`config.mk`:
```
export PLATFORM = sky130hd
export DESIGN_NAME = gyro_zero_calibrate_glitch_limit_unit
export DESIGN_NICKNAME = d
export VERILOG_FILES = /design/src/sv/gzcgl_pkg.sv /design/src/sv/gzcgl_front.sv /design/src/sv/gzcgl_axis.sv /design/src/sv/gyro_zero_calibrate_glitch_limit_unit.sv
export SDC_FILE = /design/constraint.sdc
export NUM_CORES = 1
export LEC_CHECK = 0
export BUFFER_PORTS_ARGS = -buffer_cell sky130_fd_sc_hd__buf_2
export CORE_MARGIN = 2
export CORE_UTILIZATION = 57
export CTS_BUF_LIST = sky130_fd_sc_hd__clkbuf_8
export CTS_CLUSTER_DIAMETER = 60
export CTS_CLUSTER_SIZE = 20
export DETAILED_ROUTE_END_ITERATION = 10
export PLACE_DENSITY = 0.78
export SYNTH_ARGS = -nofsm -noshare
export SYNTH_HDL_FRONTEND = slang
export SYNTH_SLANG_ARGS = --single-unit
```
`constraint.sdc`:
```
create_clock -name aclk -period 6.9 [get_ports aclk]
set_input_delay 0.69 -clock aclk [delete_from_list [all_inputs] [get_ports aclk]]
set_output_delay 0.69 -clock aclk [all_outputs]
set_load 0.03 [all_outputs]
```
`src/sv/gzcgl_pkg.sv`:
```
// shared widths, reset constants and control struct for the gyro zero calibrate block
package gzcgl_pkg;

    // default log2 of the calibration sample count
    localparam int SHIFT_DEF = 9;

    // field widths
    localparam int WORD_W  = 16;
    localparam int VAL_W   = 15;
    localparam int OFS_W   = 15;
    localparam int RATE_W  = 16;
    localparam int LIMIT_W = 15;

    // glitch limit after reset
    localparam logic [LIMIT_W-1:0] LIMIT_RESET = 15'd800;

    // per-request control handed from the top level to each axis
    typedef struct packed {
        logic advance;  // request moves from the input register to the result register
        logic calib;    // request is consumed by offset calibration
        logic last;     // final calibration request, offset is taken now
    } gzcgl_ctrl_t;

endpackage

```
`src/sv/gzcgl_front.sv`:
```
// input register: scales the raw words and flips roll and yaw
module gzcgl_front (
    input  logic                                 aclk,
    input  logic                                 aresetn,
    input  logic                                 s_valid,
    output logic                                 s_ready,
    input  logic signed [gzcgl_pkg::WORD_W-1:0]  s_word_pitch,
    input  logic signed [gzcgl_pkg::WORD_W-1:0]  s_word_roll,
    input  logic signed [gzcgl_pkg::WORD_W-1:0]  s_word_yaw,
    input  logic                                 advance,
    output logic                                 valid,
    output logic signed [gzcgl_pkg::VAL_W-1:0]   val_pitch,
    output logic signed [gzcgl_pkg::VAL_W-1:0]   val_roll,
    output logic signed [gzcgl_pkg::VAL_W-1:0]   val_yaw
);
    import gzcgl_pkg::*;

    logic                     valid_reg;
    logic signed [VAL_W-1:0]  pitch_reg;
    logic signed [VAL_W-1:0]  roll_reg;
    logic signed [VAL_W-1:0]  yaw_reg;
    logic signed [VAL_W-1:0]  pitch_next;
    logic signed [VAL_W-1:0]  roll_next;
    logic signed [VAL_W-1:0]  yaw_next;
    logic                     load;

    // register is free when empty or when its request moves on this cycle
    assign s_ready = !valid_reg || advance;
    assign load    = s_valid && s_ready;

    // arithmetic shift by two, roll and yaw negated
    always_comb begin
        pitch_next = VAL_W'(s_word_pitch >>> 2);
        roll_next  = -VAL_W'(s_word_roll >>> 2);
        yaw_next   = -VAL_W'(s_word_yaw >>> 2);
    end

    // valid flag
    always_ff @(posedge aclk) begin
        if (!aresetn) begin
            valid_reg <= 1'b0;
        end else if (load) begin
            valid_reg <= 1'b1;
        end else if (advance) begin
            valid_reg <= 1'b0;
        end
    end

    // payload
    always_ff @(posedge aclk) begin
        if (load) begin
            pitch_reg <= pitch_next;
            roll_reg  <= roll_next;
            yaw_reg   <= yaw_next;
        end
    end

    assign valid     = valid_reg;
    assign val_pitch = pitch_reg;
    assign val_roll  = roll_reg;
    assign val_yaw   = yaw_reg;

endmodule

```
`src/sv/gzcgl_axis.sv`:
```
// one axis: calibration sum, zero offset, offset removal and slew clamp
module gzcgl_axis #(
    parameter int SHIFT = gzcgl_pkg::SHIFT_DEF
) (
    input  logic                                 aclk,
    input  logic                                 aresetn,
    input  gzcgl_pkg::gzcgl_ctrl_t               ctrl,
    input  logic signed [gzcgl_pkg::VAL_W-1:0]   value,
    input  logic [gzcgl_pkg::LIMIT_W-1:0]        limit,
    output logic signed [gzcgl_pkg::RATE_W-1:0]  rate
);
    import gzcgl_pkg::*;

    localparam int SUM_W  = SHIFT + VAL_W + 1;
    localparam int DIFF_W = VAL_W + 2;
    localparam int BND_W  = RATE_W + 2;
    // sum starts at half an lsb of the mean so the shift rounds
    localparam logic signed [SUM_W-1:0] SUM_BIAS = SUM_W'(1) <<< (SHIFT - 1);

    logic signed [SUM_W-1:0]   sum_reg;
    logic signed [SUM_W-1:0]   sum_next;
    logic signed [OFS_W-1:0]   offset_reg;
    logic signed [OFS_W-1:0]   offset_next;
    logic signed [OFS_W-1:0]   offset_use;
    logic signed [RATE_W-1:0]  prev_reg;
    logic signed [RATE_W-1:0]  prev_next;
    logic signed [DIFF_W-1:0]  diff;
    logic signed [BND_W-1:0]   diff_ext;
    logic signed [BND_W-1:0]   lim_ext;
    logic signed [BND_W-1:0]   lo;
    logic signed [BND_W-1:0]   hi;
    logic signed [BND_W-1:0]   clamped;

    // accumulate and take the rounded mean
    always_comb begin
        sum_next    = sum_reg + SUM_W'(value);
        offset_next = sum_next[SHIFT +: OFS_W];
        offset_use  = ctrl.last ? offset_next : offset_reg;
    end

    // corrected value; during calibration the input is replaced by zero, so only the offset is subtracted
    always_comb begin
        diff     = (ctrl.calib ? DIFF_W'(0) : DIFF_W'(value)) - DIFF_W'(offset_use);
        diff_ext = BND_W'(diff);
        lim_ext  = BND_W'($signed({1'b0, limit}));
        lo       = BND_W'(prev_reg) - lim_ext;
        hi       = BND_W'(prev_reg) + lim_ext;
        if (diff_ext < lo) begin
            clamped = lo;
        end else if (diff_ext > hi) begin
            clamped = hi;
        end else begin
            clamped = diff_ext;
        end
        prev_next = clamped[RATE_W-1:0];
    end

    // axis state, previous output doubles as the result register
    always_ff @(posedge aclk) begin
        if (!aresetn) begin
            sum_reg    <= SUM_BIAS;
            offset_reg <= '0;
            prev_reg   <= '0;
        end else if (ctrl.advance) begin
            prev_reg <= prev_next;
            if (ctrl.calib) begin
                sum_reg <= sum_next;
            end
            if (ctrl.last) begin
                offset_reg <= offset_next;
            end
        end
    end

    assign rate = prev_reg;

endmodule

```
`src/sv/gyro_zero_calibrate_glitch_limit_unit.sv`:
```
// Gyro zero calibration with slew limit, top level.
// A request passes from the input register to the result register.
// Throughput: one request per cycle while m_ready holds; the result register is the per-axis
// previous output, so the add, subtract and clamp of each axis fit between the two registers.
// Reset (aresetn low, synchronous): 2^SHIFT calibration requests restart, sums reload the
// rounding bias, offsets and previous outputs clear, glitch limit returns to 800.
module gyro_zero_calibrate_glitch_limit_unit #(
    parameter int SHIFT = gzcgl_pkg::SHIFT_DEF
) (
    input  logic                                 aclk,
    input  logic                                 aresetn,
    input  logic                                 cfg_wr_en,
    input  logic [gzcgl_pkg::LIMIT_W-1:0]        cfg_wr_data,
    input  logic                                 s_valid,
    output logic                                 s_ready,
    input  logic signed [gzcgl_pkg::WORD_W-1:0]  s_word_pitch,
    input  logic signed [gzcgl_pkg::WORD_W-1:0]  s_word_roll,
    input  logic signed [gzcgl_pkg::WORD_W-1:0]  s_word_yaw,
    output logic                                 m_valid,
    input  logic                                 m_ready,
    output logic signed [gzcgl_pkg::RATE_W-1:0]  m_rate_pitch,
    output logic signed [gzcgl_pkg::RATE_W-1:0]  m_rate_roll,
    output logic signed [gzcgl_pkg::RATE_W-1:0]  m_rate_yaw,
    output logic                                 m_calibrating
);
    import gzcgl_pkg::*;

    localparam int CNT_W = SHIFT + 1;
    localparam logic [CNT_W-1:0] CALIB_COUNT = CNT_W'(1) << SHIFT;
    localparam logic signed [RATE_W-1:0] RATE_MAX = 16'sd16384;

    logic                     front_valid;
    logic signed [VAL_W-1:0]  val_pitch;
    logic signed [VAL_W-1:0]  val_roll;
    logic signed [VAL_W-1:0]  val_yaw;
    logic [LIMIT_W-1:0]       limit_reg;
    logic [CNT_W-1:0]         samples_left_reg;
    logic                     m_valid_reg;
    logic                     calib_reg;
    gzcgl_ctrl_t              ctrl;

    // input register
    gzcgl_front u_front (
        .aclk         (aclk),
        .aresetn      (aresetn),
        .s_valid      (s_valid),
        .s_ready      (s_ready),
        .s_word_pitch (s_word_pitch),
        .s_word_roll  (s_word_roll),
        .s_word_yaw   (s_word_yaw),
        .advance      (ctrl.advance),
        .valid        (front_valid),
        .val_pitch    (val_pitch),
        .val_roll     (val_roll),
        .val_yaw      (val_yaw)
    );

    // move a request on when the result register is empty or being drained
    always_comb begin
        ctrl.advance = front_valid && (!m_valid_reg || m_ready);
        ctrl.calib   = (samples_left_reg != '0);
        ctrl.last    = (samples_left_reg == CNT_W'(1));
    end

    // glitch limit register
    always_ff @(posedge aclk) begin
        if (!aresetn) begin
            limit_reg <= LIMIT_RESET;
        end else if (cfg_wr_en) begin
            limit_reg <= cfg_wr_data;
        end
    end

    // calibration counter, result valid and calibrating flag
    always_ff @(posedge aclk) begin
        if (!aresetn) begin
            samples_left_reg <= CALIB_COUNT;
            m_valid_reg      <= 1'b0;
            calib_reg        <= 1'b0;
        end else begin
            if (ctrl.advance) begin
                m_valid_reg <= 1'b1;
                calib_reg   <= ctrl.calib;
                if (ctrl.calib) begin
                    samples_left_reg <= samples_left_reg - CNT_W'(1);
                end
            end else if (m_ready) begin
                m_valid_reg <= 1'b0;
            end
        end
    end

    // per-axis datapath
    gzcgl_axis #(.SHIFT(SHIFT)) u_axis_pitch (
        .aclk    (aclk),
        .aresetn (aresetn),
        .ctrl    (ctrl),
        .value   (val_pitch),
        .limit   (limit_reg),
        .rate    (m_rate_pitch)
    );

    gzcgl_axis #(.SHIFT(SHIFT)) u_axis_roll (
        .aclk    (aclk),
        .aresetn (aresetn),
        .ctrl    (ctrl),
        .value   (val_roll),
        .limit   (limit_reg),
        .rate    (m_rate_roll)
    );

    gzcgl_axis #(.SHIFT(SHIFT)) u_axis_yaw (
        .aclk    (aclk),
        .aresetn (aresetn),
        .ctrl    (ctrl),
        .value   (val_yaw),
        .limit   (limit_reg),
        .rate    (m_rate_yaw)
    );

    assign m_valid       = m_valid_reg;
    assign m_calibrating = calib_reg;

    // calibration counter never climbs above its start value
    assert property (@(posedge aclk) disable iff (!aresetn)
        samples_left_reg <= CALIB_COUNT)
        else $error("calibration counter out of range");

    // once calibration is over, results no longer flag it
    assert property (@(posedge aclk) disable iff (!aresetn)
        ctrl.advance && !ctrl.calib |=> !m_calibrating)
        else $error("calibrating flag set after calibration");

    // full input register and stalled result register must block new requests
    assert property (@(posedge aclk) disable iff (!aresetn)
        front_valid && m_valid_reg && !m_ready |-> !s_ready)
        else $error("request accepted while pipeline is stalled");

    // results stay inside the rate range
    assert property (@(posedge aclk) disable iff (!aresetn)
        m_valid |-> (m_rate_pitch <= RATE_MAX) && (m_rate_pitch >= -RATE_MAX)
                 && (m_rate_roll <= RATE_MAX) && (m_rate_roll >= -RATE_MAX)
                 && (m_rate_yaw <= RATE_MAX) && (m_rate_yaw >= -RATE_MAX))
        else $error("rate output out of range");

endmodule
```
==> flow_summary.json, run 1 <==
{
  "outcome": "finished, final reports clean",
  "grtUsageTotal_pct": 29.94,
  "grt_max_degree": 101,
  "syn-instance-count": 2604,
  "critPathLaunchType": "flip-flop",
  "finalSetupViolCount": 0,
  "synth_top_area_share_pct": 17.96,
  "cp-end-kind": "flip-flop",
  "critPathBufInv": 4,
  "path_class": "flip-flop to flip-flop",
  "cap_violations": 0,
  "clock.fmax_mhz": 151.7,
  "wire_per_inst_um": 18.56,
  "grt_pass1_vias": 18350,
  "hold_ws_ns": 0.2140,
  "p_seq_share_pct": 19.8,
  "num_io_pins": 119,
  "worst_pin_slew_ns": 1.074,
  "synth_common_cells": "ha_1 (301), nand2_1 (284), dfxtp_1 (193), a21oi_1 (190), nor2_1 (161)",
  "routed-wl-met3_mm": 3.460,
  "antenna_found_initial": 0,
  "drc": 0,
  "met1_length_mm": 27.98,
  "yosysMostFrequentCell": "ha_1",
  "switching_share_pct": 49.55,
  "p_sw_uw": 4615,
  "drive_gt1_share_pct": 13.67,
  "hold_viol_final": 0,
  "drtIter0Drc": 1487,
  "gr-total-overflow": 0,
  "min_period_over_period_pct": 95.55,
  "num-fill-cells": 3278,
  "cts_buffer_depth": 3,
  "synth_cell_types": 92,
  "wl_mm": 60.53,
  "worst_slack_ns": 0.3070,
  "ff_latch_area_um2": 5185,
  "numPortBuffers": 112,
  "die_width_um": 198.3,
  "dr.pass1.iters": 7,
  "synth_edf_count": 44,
  "vdd_drop_max_uv": 273.4,
  "n_antenna_cell": 0,
  "required_ns": 7.43,
  "arrival_ns": 7.12,
  "cts-htree-levels": 1,
  "crit_top_cell": "o21ai_0",
  "highest_layer": "met4",
  "grt_pass1_wl_mm": 95.48,
  "cts_tree": "built",
  "place_congestion": 0.9084,
  "synth_nets": 2985,
  "cpMaxStageDelayCell": "fa_1",
  "antenna_left": 0,
  "cts.sinks": 237,
  "wl_met2_mm": 27.28,
  "clkLatencyLatePin_ns": 0.64,
  "slew_violations": 0,
  "regToRegSetupSlack_ns": 0.31,
  "p_clk_share_pct": 12.2,
  "syn_area_um2": 21520,
  "routed_via_density": 6.010,
  "start_util_pct": 57.53,
  "period_minus_slack_ns": 6.593,
  "synth.top_cells.by_area": "dfxtp_1 (18%), ha_1 (18%), edfxtp_1 (6.1%)",
  "core_um2": 37400,
  "dieHeight_um": 198.3,
  "final.setup_skew_ns": 0.04132,
  "syn_to_final_growth_pct": 12.12,
  "vias": 19600,
  "cellLeakagePower_uw": 0.01122,
  "post-dp-hpwl_mm": 45.63,
  "nets": 3111,
  "ys_seq_area_share_pct": 24.10,
  "p_int_uw": 4699,
  "async_reset_ff_share_pct": 0,
  "ctsRootBufferMaster": "clkbuf_8",
  "cpPeakStageDelay_ns": 0.47,
  "p_comb_share_pct": 67.9,
  "rows": 71,
  "crit_fanout": 6,
  "die_area_um2": 39320,
  "path_delay_family": "compound AO/OA/AOI/OAI gates",
  "post-place-ws_ns": -0.09440,
  "synth_ff_type": "dfxtp_1",
  "min_path_type": "input port to flip-flop",
  "cts_hold_buf": 0,
  "yosysTopAreaCell": "dfxtp_1",
  "p_per_area_nw_per_um2": 386.1,
  "clk_pin_slew_ns": 0.12,
  "slew_headroom_pct": 28.43,
  "synth_seq_cells": 237,
  "cts_made_buffers": 27,
  "yosysWarnings": 0,
  "synth_area_per_cell_um2": 8.263,
  "multiInputGateArea_um2": 15940
}
## stage by stage
| stage | TNS [ns] | std cells | util [%] | total power, uW | instance area [um2] |
|---|---|---|---|---|---|
| 6_report | 0 | 3261 | 64.51 | 9314 | 24130 |
| 5_1_grt | -1.089 | 3261 | 64.51 | 10070 | 24130 |
| 4_1_cts | 0 | 3237 | 62.84 | 8901 | 23500 |
| 3_5_place_dp | -1.109 | 3186 | 60.94 | 7689 | 22790 |
| 3_3_place_gp | 0 | 3186 | 60.94 | 7516 | 22790 |
| 2_1_floorplan | 0 | 2604 | - | 6201 | 21520 |
## path summary, 6_finish.rpt
| kind | start | end | depth (start not counted) |
|---|---|---|---|
| setup / recovery | u_front.val_pitch[0] | u_axis_pitch.rate[11] | 33 |
| hold / removal | s_word_pitch[7] | u_front.val_pitch[5] | 1 |
| setup reg to reg | u_front.val_pitch[0] | u_axis_pitch.rate[11] | 33 |
| hold reg to reg | u_axis_pitch.offset_reg[10] | u_axis_pitch.offset_reg[10] | 2 |
## cells in the final DEF (no fill, tap or decap), types with 70 or more instances in the layout
cell type / n
a21oi_1: 165
a21o_1: 70
buf_4: 78
inv_1: 133
buf_2: 113
dfxtp_1: 193
nand2_1: 280
xnor2_1: 138
o21ai_0: 135
nor2_1: 159
ha_1: 298
## layout make-up
type / count / area share (%)
Multi-Input combinational cell: 2136 / 66.08
Sequential cell: 237 / 21.49
Timing Repair Buffer: 196 / 5.041
Tap cell: 511 / 2.650
Inverter: 132 / 2.054
Clock buffer: 27 / 1.540
Clock inverter: 22 / 1.141
## cells by family (layout without fill, tap and decap cells)
family | after synthesis | after routing | share of synthesized area (%)
fa+ha+maj | 315 | 315 | 18.72
xor+xnor | 210 | 210 | 8.548
buf+inv | 232 | 377 | 4.228
simple gates | 812 | 813 | 18.32
flops | 237 | 237 | 24.10
mux | 64 | 64 | 3.001
compound gates | 734 | 734 | 23.09
## timing repair
action | CTS | global route
cloned | 0 | 3
gates resized for setup | 10 | 98
setup endpoints to repair | 18 | 48
setup buffers | 2 | 21
pin swaps | 2 | 40
## per-layer routing
| metal | global-route usage, % | vias up |
|---|---|---|
| met1 | 42.14 | 9285 |
| li1 | - | 9629 |
| met4 | 9.357 | 0 |
| met2 | 48.37 | 592 |
| met3 | 2.793 | 93 |
| met5 | 0 | - |
## power groups by stage
stage / Clock, uW / Combinational (uW) / Sequential (uW)
2_1_floorplan: 0 / 4220 / 1980
3_3_place_gp: 0 / 5650 / 1860
4_1_cts: 1170 / 5890 / 1840
3_5_place_dp: 0 / 5820 / 1870
5_1_grt: 1220 / 6990 / 1870
6_report: 1140 / 6330 / 1850
## worst register-to-register path: cells and delay by family, from the launching register on
kind / cells / cell delay (ns)
buf+inv: 4 / 0.51
xor+xnor: 2 / 0.41
fa+ha+maj: 4 / 1.39
compound gates: 19 / 3.19
flops: 1 / 0.43
simple gates: 3 / 0.41
mux: 1 / 0.13
Note: power is estimated with default switching activity, not from simulation.
==> run 2, diff against run 1 <==
Settings changed: SYNTH_HIERARCHICAL set to 1.
==> run 2 against run 1 <==
Compared with the run above:
- fmax down 2.3%
- highest routed layer unchanged
- clock skew down 0.014 ns
- largest power group unchanged
- global-route usage down 0.30 points
- clock power up 7%
- clock-buffer cell count up 5
- via count up 10%
- power up 9.1%
- combinational power up 12%
- design area up 5.8%
- register-to-register slack worse by 0.15 ns
==> flow_summary.json, run 2 <==
{
  "wl_met2_mm": 30.83,
  "p_clk_share_pct": 12.0,
  "synth.area.mux_share_pct": 2.541,
  "synth_top_area_share_pct": 16.98,
  "yosysWarnings": 6,
  "clock.fmax_mhz": 148.2,
  "routed_via_density": 6.186,
  "vias": 21590,
  "synth_common_cells": "ha_1 (301), a21oi_1 (242), nand2_1 (215), dfxtp_1 (193), nor2_1 (192)",
  "final_common_cell": "ha_1",
  "syn-instance-count": 2790,
  "switching_share_pct": 50.65,
  "num_io_pins": 119,
  "synth_edf_count": 44,
  "antenna_found_initial": 1,
  "synthSimpleGateAreaFrac_pct": 18.39,
  "crit_start": "u_front/val_pitch[1]",
  "synth_nets": 3171,
  "p_per_area_nw_per_um2": 397.9,
  "synth.top_cells.by_area": "dfxtp_1 (17%), ha_1 (17%), edfxtp_1 (5.8%)",
  "critPathBufInv": 1,
  "min_period_over_period_pct": 97.77,
  "arrival_ns": 7.29,
  "cp-end-kind": "flip-flop",
  "routed-wl-met3_mm": 3.577,
  "cts-htree-levels": 1,
  "wl_mm": 64.90,
  "r2r-start": "u_front/val_pitch[1]",
  "outcome": "finished, final reports clean",
  "syn_area_um2": 22750,
  "place_congestion": 0.9388,
  "slew_headroom_pct": 20.80,
  "hold_ws_ns": 0.2169,
  "yosysMostFrequentCell": "ha_1",
  "highest_layer": "met4",
  "min_path_type": "input port to flip-flop",
  "synth_ff_type": "dfxtp_1",
  "ctsRootBufferMaster": "clkbuf_8",
  "ys_seq_area_share_pct": 22.79,
  "synth_top_family_by_area": "compound AO/OA/AOI/OAI gates",
  "multiInputGateArea_um2": 16920,
  "cts_tree": "built",
  "drtIter0Drc": 1763,
  "cpMaxStageDelayCell": "edfxtp_1",
  "p_sw_uw": 5146,
  "wire_per_inst_um": 18.60,
  "crit_top_cell": "a21o_1",
  "p_int_uw": 5014,
  "num-fill-cells": 3278,
  "cts.sinks": 237,
  "slew_violations": 0,
  "nets": 3321,
  "gr-total-overflow": 0,
  "synth_seq_cells": 237,
  "async_reset_ff_share_pct": 0,
  "drc": 0,
  "fin_area_um2": 25540,
  "required_ns": 7.44,
  "worst_slack_ns": 0.1540,
  "post-place-ws_ns": -0.3033,
  "yosysTopAreaCell": "dfxtp_1",
  "finalSetupViolCount": 0,
  "clkLatencyLatePin_ns": 0.65,
  "grtUsageTotal_pct": 29.64,
  "hold_viol_final": 0,
  "cellLeakagePower_uw": 0.01117,
  "dr.pass1.iters": 6,
  "grt_pass1_wl_mm": 101.6,
  "rows": 73,
  "yosys.area_share.xor_xnor_pct": 7.199,
  "p_seq_share_pct": 17.9,
  "vdd_drop_max_uv": 316.1,
  "path_class": "flip-flop to flip-flop",
  "dieHeight_um": 203.8,
  "cts_made_buffers": 30,
  "drive_gt1_share_pct": 14.61,
  "cts_buffer_depth": 3,
  "worst_pin_slew_ns": 1.188,
  "clk_pin_slew_ns": 0.09,
  "antenna_left": 0,
  "numPortBuffers": 112,
  "synth_fa_ha_area_share_pct": 17.61,
  "cpPeakStageDelay_ns": 0.42,
  "hp-start": "s_word_pitch[11]",
  "path_delay_family": "compound AO/OA/AOI/OAI gates",
  "ff_latch_area_um2": 5185,
  "die_area_um2": 41520,
  "met1_length_mm": 27.65,
  "p_comb_share_pct": 70.0,
  "final_util_pct": 64.57,
  "cap_violations": 0,
  "post-dp-hpwl_mm": 48.66,
  "grt_max_degree": 78,
  "grt_pass1_vias": 20620,
  "synth-compound-area-share_pct": 26.64,
  "start_util_pct": 57.52,
  "critPathLaunchType": "flip-flop",
  "synth_area_per_cell_um2": 8.154,
  "place_area_um2": 24200,
  "die_width_um": 203.8,
  "period_minus_slack_ns": 6.746,
  "crit_fanout": 4,
  "core_um2": 39550,
  "synth_cell_types": 112,
  "final.setup_skew_ns": 0.02755,
  "syn_to_final_growth_pct": 12.25,
  "mostFrequentLayoutCells": "ha_1 (299), a21oi_1 (225), nand2_1 (213)"
}
-- run 2: timing repair --
action / in CTS / in global routing
cloned: 0 / 4
gates resized for setup: 14 / 82
buffers inserted: 2 / 18
pin swaps: 4 / 31
hold buffers: 0 / 0
setup endpoints to repair: 46 / 47
-- run 2: area by class of cell --
| type | instances | area share, % |
|---|---|---|
| Clock buffer | 32 | 1.725 |
| Clock inverter | 24 | 1.088 |
| Antenna cell | 1 | 0.009800 |
| Tap cell | 525 | 2.572 |
| Inverter | 160 | 2.357 |
| Multi-Input combinational cell | 2287 | 66.24 |
| Sequential cell | 237 | 20.30 |
| Timing Repair Buffer | 224 | 5.703 |
-- run 2: per-stage QoR --
step | TNS [ns] | power [uW] | cells
floorplan | 0 | 6559 | 2790
global placement | -0.09087 | 8053 | 3409
detailed placement | -6.190 | 8262 | 3409
CTS | -0.01272 | 9554 | 3467
global route | -2.177 | 10860 | 3489
finish | 0 | 10160 | 3490
-- run 2: metal layers --
layer	vias to the layer above	GRT usage [%]
met4	0	12.43
met5	-	0
met2	704	51.40
li1	10500	-
met1	10220	37.09
met3	172	3.595
-- run 2: logic make-up after synthesis --
family / count (synthesis)
adder cells (fa/ha/maj): 313
XOR/XNOR: 187
multiplexers: 57
AO/OA/AOI/OAI: 893
AND/OR/NAND/NOR: 833
buffers and inverters: 270
flip-flops: 237
-- run 2: power by group through the flow --
stage,sequential (uW),clock [uW],combinational [uW]
after global routing,1840,1300,7720
after floorplan,1930,0,4630
final,1820,1220,7110
after global placement,1840,0,6210
after detailed placement,1850,0,6410
after CTS,1820,1240,6490
-- run 2: path summary, 6_finish.rpt --
path / endpoint / slack (ns) / depth (start not counted)
hold reg to reg: u_axis_pitch/offset_reg[12] / 0.45 / 2
hold / removal: u_front/val_pitch[9] / 0.22 / 1
setup reg to reg: u_axis_pitch/rate[13] / 0.15 / 29
setup / recovery: u_axis_pitch/rate[13] / 0.15 / 29
